===== src/design/hbc_pkg.sv =====
// shared types and constants for the hashed buffer cache tag table
package hbc_pkg;

   localparam int DEV_W      = 8;
   localparam int BLK_W      = 32;
   localparam int REF_W      = 8;
   localparam int TIME_W     = 32;
   localparam int SLOT_W     = 6;
   localparam int BKT_W      = 4;
   localparam int CMD_W      = 2;
   localparam int STAT_W     = 2;
   localparam int REQ_DATA_W = 80;
   localparam int RSP_DATA_W = 8;
   localparam int HASH_DIG_W = 4;

   localparam logic [REF_W-1:0] REF_MAX = 8'hFF;

   typedef enum logic [CMD_W-1:0] {
      CMD_GET     = 2'd0,
      CMD_RELEASE = 2'd1,
      CMD_PIN     = 2'd2,
      CMD_UNPIN   = 2'd3
   } hbc_cmd_type;

   typedef enum logic [STAT_W-1:0] {
      STAT_OK     = 2'd0,
      STAT_NO_BUF = 2'd1,
      STAT_ZERO   = 2'd2
   } hbc_stat_type;

   typedef enum logic [2:0] {
      ST_IDLE,
      ST_HASH,
      ST_SCAN,
      ST_COMMIT,
      ST_ENT_RD,
      ST_ENT_UPD,
      ST_RESP
   } hbc_state_type;

   typedef struct packed {
      logic [BKT_W-1:0]  bkt;
      logic              valid;
      logic [TIME_W-1:0] rtime;
      logic [REF_W-1:0]  cnt;
      logic [BLK_W-1:0]  blk;
      logic [DEV_W-1:0]  dev;
   } hbc_entry_type;

   typedef struct packed {
      logic             done;
      logic [BKT_W-1:0] rem;
   } hbc_mod_rsp_type;

endpackage


===== src/design/hbc_mod.sv =====
// block number to bucket reduction, four bits per cycle, most significant first
module hbc_mod #(
   parameter int DIVISOR = 13
) (
   input  logic                    clock,
   input  logic                    reset,
   input  logic                    start,
   input  logic [31:0]             value,
   output hbc_pkg::hbc_mod_rsp_type result
);
   import hbc_pkg::*;

   localparam int STEPS  = 32 / HASH_DIG_W;
   localparam int STEP_W = $clog2(STEPS);

   logic [31:0]       val_ff;
   logic [BKT_W-1:0]  rem_ff;
   logic [BKT_W-1:0]  rem_in;
   logic [STEP_W-1:0] step_ff;
   logic              busy_ff;
   logic              done_ff;

   always_comb begin
      logic [BKT_W:0] r;
      r = {1'b0, rem_ff};
      for (int j = 0; j < HASH_DIG_W; j++) begin
         r = {r[BKT_W-1:0], val_ff[31-j]};
         if (r >= (BKT_W+1)'(DIVISOR)) begin
            r = r - (BKT_W+1)'(DIVISOR);
         end
      end
      rem_in = r[BKT_W-1:0];
   end

   always_ff @(posedge clock) begin
      if (reset) begin
         busy_ff <= 1'b0;
         done_ff <= 1'b0;
         step_ff <= '0;
      end else begin
         done_ff <= 1'b0;
         if (start) begin
            busy_ff <= 1'b1;
            step_ff <= '0;
         end else if (busy_ff) begin
            step_ff <= step_ff + STEP_W'(1);
            if (step_ff == STEP_W'(STEPS - 1)) begin
               busy_ff <= 1'b0;
               done_ff <= 1'b1;
            end
         end
      end
   end

   always_ff @(posedge clock) begin
      if (start) begin
         val_ff <= value;
         rem_ff <= '0;
      end else if (busy_ff) begin
         val_ff <= val_ff << HASH_DIG_W;
         rem_ff <= rem_in;
      end
   end

   assign result.done = done_ff;
   assign result.rem  = rem_ff;

endmodule


===== src/design/hashed_buffer_cache_lru.sv =====
// hashed buffer cache tag table with reference counts and oldest-free replacement
// get: after the bucket reduction, the scan
//   reads the entry memory once per entry
// release, pin, unpin: read the entry, then update it (neither for an entry index beyond the table)
// one word in flight; the next word is taken once the result is registered
// reset clears per-entry init flags; an entry never written reads as its reset tag
module hashed_buffer_cache_lru #(
   parameter int NUM_BUCKETS     = 13,
   parameter int BUFS_PER_BUCKET = 3
) (
   input  logic                               clock,
   input  logic                               reset,
   input  logic                               req_tvalid,
   output logic                               req_tready,
   // dev, blockno, entry_index, now, zero pad
   input  logic [hbc_pkg::REQ_DATA_W-1:0]     req_tdata,
   // cmd
   input  logic [hbc_pkg::CMD_W-1:0]          req_tuser,
   output logic                               rsp_tvalid,
   input  logic                               rsp_tready,
   // slot, hit, need_read
   output logic [hbc_pkg::RSP_DATA_W-1:0]     rsp_tdata,
   // status
   output logic [hbc_pkg::STAT_W-1:0]         rsp_tuser
);
   import hbc_pkg::*;

   localparam int NUM_ENTRIES = NUM_BUCKETS * BUFS_PER_BUCKET;
   localparam int IDX_W       = (NUM_ENTRIES > 1) ? $clog2(NUM_ENTRIES) : 1;
   localparam int SCAN_W      = $clog2(NUM_ENTRIES + 1);

   hbc_state_type state_ff, state_in;

   hbc_cmd_type       cmd_ff;
   logic [DEV_W-1:0]  dev_ff;
   logic [BLK_W-1:0]  blk_ff;
   logic [SLOT_W-1:0] ei_ff;
   logic [TIME_W-1:0] now_ff;

   hbc_entry_type     entry_mem [NUM_ENTRIES];
   hbc_entry_type     mem_q_ff;
   logic [IDX_W-1:0]  rd_idx_ff;
   logic [IDX_W-1:0]  rd_addr;
   logic              mem_we;
   logic [IDX_W-1:0]  mem_waddr;
   hbc_entry_type     mem_wdata;
   logic [NUM_ENTRIES-1:0] init_ff;

   logic [BLK_W-1:0]  home_blk [NUM_ENTRIES];
   hbc_entry_type     rst_rec;
   hbc_entry_type     eff_rec;

   logic [SCAN_W-1:0] scan_ff, scan_in;
   logic              chk_v_ff, chk_v_in;

   logic              hit_v_ff, hit_v_in;
   logic [IDX_W-1:0]  hit_idx_ff, hit_idx_in;
   hbc_entry_type     hit_rec_ff, hit_rec_in;
   logic              own_v_ff, own_v_in;
   logic [IDX_W-1:0]  own_idx_ff, own_idx_in;
   logic [TIME_W-1:0] own_time_ff, own_time_in;
   logic              any_v_ff, any_v_in;
   logic [IDX_W-1:0]  any_idx_ff, any_idx_in;
   logic [TIME_W-1:0] any_time_ff, any_time_in;

   logic [SLOT_W-1:0] res_slot_ff, res_slot_in;
   logic              res_hit_ff, res_hit_in;
   logic              res_need_ff, res_need_in;
   hbc_stat_type      res_stat_ff, res_stat_in;

   logic              rsp_valid_ff, rsp_valid_in;
   logic [SLOT_W-1:0] rsp_slot_ff;
   logic              rsp_hit_ff;
   logic              rsp_need_ff;
   hbc_stat_type      rsp_stat_ff;
   logic              out_load;

   logic              mod_start;
   hbc_mod_rsp_type   mod_rsp;
   logic [BKT_W-1:0]  bucket;

   logic              req_acc;

   hbc_mod #(
      .DIVISOR (NUM_BUCKETS)
   ) u_mod (
      .clock  (clock),
      .reset  (reset),
      .start  (mod_start),
      .value  (req_tdata[39:8]),
      .result (mod_rsp)
   );

   assign bucket = mod_rsp.rem;

   for (genvar g = 0; g < NUM_ENTRIES; g++) begin : g_home
      assign home_blk[g] = BLK_W'(g / BUFS_PER_BUCKET);
   end

   assign req_tready = (state_ff == ST_IDLE);
   assign req_acc    = req_tvalid && req_tready;

   // entry as seen through the init flags
   always_comb begin
      rst_rec.dev   = '0;
      rst_rec.blk   = home_blk[rd_idx_ff];
      rst_rec.cnt   = '0;
      rst_rec.rtime = '0;
      rst_rec.valid = 1'b0;
      rst_rec.bkt   = home_blk[rd_idx_ff][BKT_W-1:0];
      eff_rec       = init_ff[rd_idx_ff] ? mem_q_ff : rst_rec;
   end

   always_comb begin
      logic match;
      logic free;
      state_in    = state_ff;
      scan_in     = scan_ff;
      chk_v_in    = 1'b0;
      rd_addr     = rd_idx_ff;
      mem_we      = 1'b0;
      mem_waddr   = rd_idx_ff;
      mem_wdata   = eff_rec;
      mod_start   = 1'b0;
      out_load    = 1'b0;
      hit_v_in    = hit_v_ff;
      hit_idx_in  = hit_idx_ff;
      hit_rec_in  = hit_rec_ff;
      own_v_in    = own_v_ff;
      own_idx_in  = own_idx_ff;
      own_time_in = own_time_ff;
      any_v_in    = any_v_ff;
      any_idx_in  = any_idx_ff;
      any_time_in = any_time_ff;
      res_slot_in = res_slot_ff;
      res_hit_in  = res_hit_ff;
      res_need_in = res_need_ff;
      res_stat_in = res_stat_ff;

      // scan bookkeeping on returning read data
      match = (eff_rec.bkt == bucket) && (eff_rec.dev == dev_ff) && (eff_rec.blk == blk_ff);
      free  = (eff_rec.cnt == '0);
      if (chk_v_ff) begin
         if (match && !hit_v_ff) begin
            hit_v_in   = 1'b1;
            hit_idx_in = rd_idx_ff;
            hit_rec_in = eff_rec;
         end
         if (free && (eff_rec.bkt == bucket) && (!own_v_ff || (eff_rec.rtime < own_time_ff))) begin
            own_v_in    = 1'b1;
            own_idx_in  = rd_idx_ff;
            own_time_in = eff_rec.rtime;
         end
         if (free && (!any_v_ff || (eff_rec.rtime < any_time_ff))) begin
            any_v_in    = 1'b1;
            any_idx_in  = rd_idx_ff;
            any_time_in = eff_rec.rtime;
         end
      end

      unique case (state_ff)
         ST_IDLE: begin
            if (req_tvalid) begin
               res_hit_in  = 1'b0;
               res_need_in = 1'b0;
               res_stat_in = STAT_OK;
               res_slot_in = req_tdata[45:40];
               if (hbc_cmd_type'(req_tuser) == CMD_GET) begin
                  mod_start = 1'b1;
                  state_in  = ST_HASH;
               end else if (int'(req_tdata[45:40]) < NUM_ENTRIES) begin
                  state_in = ST_ENT_RD;
               end else begin
                  state_in = ST_RESP;
               end
            end
         end
         ST_HASH: begin
            if (mod_rsp.done) begin
               scan_in  = '0;
               hit_v_in = 1'b0;
               own_v_in = 1'b0;
               any_v_in = 1'b0;
               state_in = ST_SCAN;
            end
         end
         ST_SCAN: begin
            if (scan_ff < SCAN_W'(NUM_ENTRIES)) begin
               rd_addr  = scan_ff[IDX_W-1:0];
               chk_v_in = 1'b1;
               scan_in  = scan_ff + SCAN_W'(1);
            end else if (!chk_v_ff) begin
               state_in = ST_COMMIT;
            end
         end
         ST_COMMIT: begin
            res_stat_in = STAT_OK;
            if (hit_v_ff) begin
               mem_we          = 1'b1;
               mem_waddr       = hit_idx_ff;
               mem_wdata       = hit_rec_ff;
               mem_wdata.valid = 1'b1;
               if (hit_rec_ff.cnt != REF_MAX) begin
                  mem_wdata.cnt = hit_rec_ff.cnt + REF_W'(1);
               end
               res_slot_in = SLOT_W'(hit_idx_ff);
               res_hit_in  = 1'b1;
               res_need_in = !hit_rec_ff.valid;
            end else if (own_v_ff || any_v_ff) begin
               mem_we          = 1'b1;
               mem_waddr       = own_v_ff ? own_idx_ff : any_idx_ff;
               mem_wdata.bkt   = bucket;
               mem_wdata.valid = 1'b1;
               mem_wdata.rtime = own_v_ff ? own_time_ff : any_time_ff;
               mem_wdata.cnt   = REF_W'(1);
               mem_wdata.blk   = blk_ff;
               mem_wdata.dev   = dev_ff;
               res_slot_in     = SLOT_W'(own_v_ff ? own_idx_ff : any_idx_ff);
               res_hit_in      = 1'b0;
               res_need_in     = 1'b1;
            end else begin
               res_slot_in = '0;
               res_hit_in  = 1'b0;
               res_need_in = 1'b0;
               res_stat_in = STAT_NO_BUF;
            end
            state_in = ST_RESP;
         end
         ST_ENT_RD: begin
            rd_addr  = IDX_W'(ei_ff);
            state_in = ST_ENT_UPD;
         end
         ST_ENT_UPD: begin
            if (cmd_ff == CMD_PIN) begin
               mem_we = 1'b1;
               if (eff_rec.cnt != REF_MAX) begin
                  mem_wdata.cnt = eff_rec.cnt + REF_W'(1);
               end
            end else if (eff_rec.cnt == '0) begin
               res_stat_in = STAT_ZERO;
            end else begin
               mem_we        = 1'b1;
               mem_wdata.cnt = eff_rec.cnt - REF_W'(1);
               if ((cmd_ff == CMD_RELEASE) && (eff_rec.cnt == REF_W'(1))) begin
                  mem_wdata.rtime = now_ff;
               end
            end
            state_in = ST_RESP;
         end
         ST_RESP: begin
            if (!rsp_valid_ff || rsp_tready) begin
               out_load = 1'b1;
               state_in = ST_IDLE;
            end
         end
         default: begin
            state_in = ST_IDLE;
         end
      endcase
   end

   assign rsp_valid_in = out_load || (rsp_valid_ff && !rsp_tready);

   always_ff @(posedge clock) begin
      if (reset) begin
         state_ff     <= ST_IDLE;
         scan_ff      <= '0;
         chk_v_ff     <= 1'b0;
         hit_v_ff     <= 1'b0;
         own_v_ff     <= 1'b0;
         any_v_ff     <= 1'b0;
         rsp_valid_ff <= 1'b0;
         init_ff      <= '0;
      end else begin
         state_ff     <= state_in;
         scan_ff      <= scan_in;
         chk_v_ff     <= chk_v_in;
         hit_v_ff     <= hit_v_in;
         own_v_ff     <= own_v_in;
         any_v_ff     <= any_v_in;
         rsp_valid_ff <= rsp_valid_in;
         if (mem_we) begin
            init_ff[mem_waddr] <= 1'b1;
         end
      end
   end

   // entry memory, one write and one registered read per cycle
   always_ff @(posedge clock) begin
      if (mem_we) begin
         entry_mem[mem_waddr] <= mem_wdata;
      end
      mem_q_ff  <= entry_mem[rd_addr];
      rd_idx_ff <= rd_addr;
   end

   always_ff @(posedge clock) begin
      if (req_acc) begin
         cmd_ff <= hbc_cmd_type'(req_tuser);
         dev_ff <= req_tdata[7:0];
         blk_ff <= req_tdata[39:8];
         ei_ff  <= req_tdata[45:40];
         now_ff <= req_tdata[77:46];
      end
      hit_idx_ff  <= hit_idx_in;
      hit_rec_ff  <= hit_rec_in;
      own_idx_ff  <= own_idx_in;
      own_time_ff <= own_time_in;
      any_idx_ff  <= any_idx_in;
      any_time_ff <= any_time_in;
      res_slot_ff <= res_slot_in;
      res_hit_ff  <= res_hit_in;
      res_need_ff <= res_need_in;
      res_stat_ff <= res_stat_in;
      if (out_load) begin
         rsp_slot_ff <= res_slot_ff;
         rsp_hit_ff  <= res_hit_ff;
         rsp_need_ff <= res_need_ff;
         rsp_stat_ff <= res_stat_ff;
      end
   end

   assign rsp_tvalid = rsp_valid_ff;
   assign rsp_tdata  = {rsp_need_ff, rsp_hit_ff, rsp_slot_ff};
   assign rsp_tuser  = rsp_stat_ff;

   a_wr_range: assert property (@(posedge clock) disable iff (reset)
      mem_we |-> (int'(mem_waddr) < NUM_ENTRIES))
      else $error("entry write beyond table");

   a_one_word: assert property (@(posedge clock) disable iff (reset)
      req_acc |=> !req_tready)
      else $error("second word taken while busy");

   a_own_any: assert property (@(posedge clock) disable iff (reset)
      own_v_ff |-> any_v_ff)
      else $error("own bucket victim without global victim");

   a_nobuf: assert property (@(posedge clock) disable iff (reset)
      (rsp_valid_ff && (rsp_stat_ff == STAT_NO_BUF)) |->
      (!rsp_hit_ff && !rsp_need_ff && (rsp_slot_ff == '0)))
      else $error("no buffer result carries an entry");

endmodule


===== config.mk =====
export PLATFORM = sky130hd
export DESIGN_NAME = hashed_buffer_cache_lru
export DESIGN_NICKNAME = d
export VERILOG_FILES = /design/src/design/hbc_pkg.sv /design/src/design/hbc_mod.sv /design/src/design/hashed_buffer_cache_lru.sv
export SDC_FILE = /design/constraint.sdc
export NUM_CORES = 2
export LEC_CHECK = 0
export BUFFER_PORTS_ARGS = -buffer_cell sky130_fd_sc_hd__buf_4
export CELL_PAD_IN_SITES_DETAIL_PLACEMENT = 0
export CELL_PAD_IN_SITES_GLOBAL_PLACEMENT = 1
export CORE_MARGIN = 2
export CORE_UTILIZATION = 45
export CTS_CLUSTER_SIZE = 25
export DETAILED_ROUTE_END_ITERATION = 8
export PLACE_DENSITY_LB_ADDON = 0.05
export RECOVER_POWER = 50
export SETUP_SLACK_MARGIN = 0.02
export SLEW_MARGIN = 20
export SYNTH_ARGS = -nofsm -noshare
export SYNTH_HDL_FRONTEND = slang
export SYNTH_SLANG_ARGS = --single-unit

===== constraint.sdc =====
create_clock -name clock -period 11.5 [get_ports clock]
set_clock_uncertainty 0.05 [all_clocks]
set_input_delay 0 -clock clock [delete_from_list [all_inputs] [get_ports clock]]
set_output_delay 0 -clock clock [all_outputs]
set_load 0.02 [all_outputs]

==> flow_summary.ini <==
[yosys]
synth_xor_area_share_pct = 0.156
synth-simple-area-share_pct = 14.4
synth-seq-cells = 3767
syn_area_mm2 = 0.152
yosysTopAreaCell = edfxtp_1
yosysMostFrequentCell = edfxtp_1
netlist_instances = 11500
yosys_warnings = 0
synth_cell_type_count = 92
syn-num-nets = 11700
yosysTopAreaCellShare_pct = 71.5
synth-edff-count = 3614
syn_area_per_cell_um2 = 13.2
synthTopCellsByArea = edfxtp_1, nand2_1, nand3_1
synth_mux_area_share_pct = 0.440
synthAdderAreaFrac_pct = 0.605
ys_seq_area_share_pct = 73.5
async_flop_share_pct = 0
synth_top_family_by_area = simple AND/OR/NAND/NOR gates
ys.flop_type = edfxtp_1
synth.top_cells.by_count = edfxtp_1, nand2_1, nand3_1
synth_compound_area_share_pct = 8.22

[floorplanning]
initial_core_util_pct = 45.2
core_mm2 = 0.336
die_w_um = 585
dieHeight_um = 585
row_count = 213
die-area_mm2 = 0.342
io_pins = 98

[timing]
fin_crit_sh_pct = 83.2
worst_pin_slew_ns = 3.93
fin_setup_tns_ns = 0
fmax_mhz = 105
maxSlewHeadroom_pct = -162
hold_viol = 0
slew_violations = 2482
rsz0062_at_grt = false
setup_viol = 0
min_period_ns = 9.57

[power_and_ir_drop]
power_density_mw_per_mm2 = 287
p_leak_nw = 58.4
irDropWorstVdd_uv = 280

[global_routing]
first_global_vias = 93000
busiest_layer = met2
grt-ovfl-total = 0
grt_pass1_wl_um = 688000
use_met2_pct = 44.2
gr-usage-met3_pct = 3.46
use_met1_pct = 40.9
antenna_found_initial = 21
track_usage_pct = 27.9
grt_max_degree = 157

[clock_tree]
cts_buffers = 405
post_cts_buffers = 0
clkTransAtPathRegs_ns = 0.06
cts_hold_buffers = 166
numClockSinks = 3767
htreeDepth = 5
cts_resized = 0
cts_tree = done
clockBufferDepth = 4
clk_latency_ns = 0.98
cts_root_buf = clkbuf_16

[setup_path]
cp_slowest_cell = a211oi_1
startpoint = rd_idx_ff[0]
worst_setup_path_end_kind = register
critPathMaxStageDelay_ns = 1.35
worstPathArrival_ns = 10.09
path_common_cell = buf_4
path_class = reg -> reg
rr_startpoint = rd_idx_ff[0]
critPathMaxFanout = 55
timing.critical_path.buf_inv = 4
crit_chain = clkbuf_1 > mux2i_1 > o22ai_1 > a211oi_1 > o311a_1 > buf_4 > o22ai_1 > nor4_1 > buf_4 > nand4_1 > nor4_1 > nor2b_4 > buf_4
cpLargestDelayFamily = simple AND/OR/NAND/NOR gates
cp_data_required_time_ns = 12.02
start_kind = register

[place]
port_buffers = 95
dp_hpwl_um = 247000
dp.cells = 15600
gp_congestion = 0.814

[route]
routedWlPerCell_um = 29.5
drc = 0
antenna_left = 0
first_pass_iters = 8
num_vias = 99000
routed_wl_um = 486000
detailedRoute.firstIterationViolations = 10500
vias_per_cell = 6.00

[cells_and_area]
stdcell_count = 16500
drive_gt1_share_pct = 7.62
nets = 11800
synthToLayoutAreaGrowth_pct = 13.3

[outcome]
violations = max-capacitance violations, max-slew violations
status = complete, but fails checks

[worst_hold_path]
min_path_type = in -> reg
hp-start = reset

[flow_run]
drv_cap = 72
## registers in the layout, summed over array words and instances, names as in the netlist, 8 cells and up
name,flops
entry_mem,3315
hit_rec_ff,85
mem_q_ff,85
init_ff,39
any_time_ff,32
blk_ff,32
now_ff,32
own_time_ff,32
u_mod.val_ff,32
dev_ff,8
## routing by layer
metal / wire (µm) / part of all wire, %
met1: 214000 / 44
met2: 225000 / 46
met3: 33600 / 6.9
met4: 12700 / 2.6
met5: 34 / 0.0070
## worst paths after layout
path | to | slack, ns | depth (start not counted)
max | hit_rec_ff[64] | 1.93 | 13
min | scan_ff[1] | 0.06 | 3
max reg2reg | hit_rec_ff[64] | 1.93 | 13
min reg2reg | rsp_slot_ff[0] | 0.36 | 0
## power breakdown
part / internal, mW / switching [mW] / leakage, nW
Sequential: 16.9 / 0.493 / 34.5
Clock: 7.40 / 5.38 / 6.33
Combinational: 5.10 / 14.0 / 17.5
Total: 29.4 / 19.9 / 58.4
## through the flow
stage	hold WS [ns]	setup WS (ns)	area, µm²	power, mW	utilization [%]
4_1_cts	0.00612	3.68	173000	49.5	51.4
2_1_floorplan	0.0489	1.80	152000	29.6	-
3_5_place_dp	0.129	3.67	158000	36.7	47.0
3_3_place_gp	0.128	3.76	158000	36.5	47.0
6_report	0.0569	1.93	172000	49.3	51.2
5_1_grt	0.0655	1.71	172000	51.7	51.2
## layout by cell type (no fill, tap or decap), types with 67 or more instances in the layout
cell type	netlist	final
clkinv_1	0	99
dlygate4sd3_1	0	166
o211ai_1	91	91
a311oi_1	511	510
clkinv_2	0	71
edfxtp_1	3614	3614
nand3_1	1471	1471
ha_1	71	71
buf_4	8	151
a21oi_1	70	70
nor2_1	146	120
clkbuf_1	560	216
clkbuf_16	0	414
a221oi_1	88	89
o31a_1	88	88
o21ai_0	106	94
nand2_1	2914	2914
nor2b_1	266	265
a211oi_1	257	258
dfxtp_1	153	152
a222oi_1	67	67
a31oi_1	115	113
inv_1	163	154
## logic make-up after synthesis
family	after synthesis
AOI/OAI and AO/OA	1592
and+or+nand+nor	4994
xor gates and xnor gates	27
adders and majority gates	74
buffers and inverters	995
DFF	3767
muxes	60
## worst register-to-register path: stages (launching register included)
cell and delay, ns:
dfxtp_1 0.47, clkbuf_1 1.17, mux2i_1 0.34, o22ai_1 0.12, a211oi_1 1.35, o311a_1 0.76, buf_4 0.69, o22ai_1 0.23
nor4_1 1.04, buf_4 0.27, nand4_1 0.11, nor4_1 1.04, nor2b_4 0.77, buf_4 0.69
## final cells by class
| type | count | area, µm² |
|---|---|---|
| diodes | 9 | 22.5 |
| clock buffers | 529 | 11000 |
| clock inverters | 218 | 1960 |
| fillers | 28400 | 164000 |
| inverters | 165 | 652 |
| multi-input cells | 6747 | 36500 |
| flip-flops and latches | 3767 | 112000 |
| well taps | 4515 | 5650 |
| repair buffers | 536 | 4630 |
Note: power is estimated with default switching activity, not from simulation.
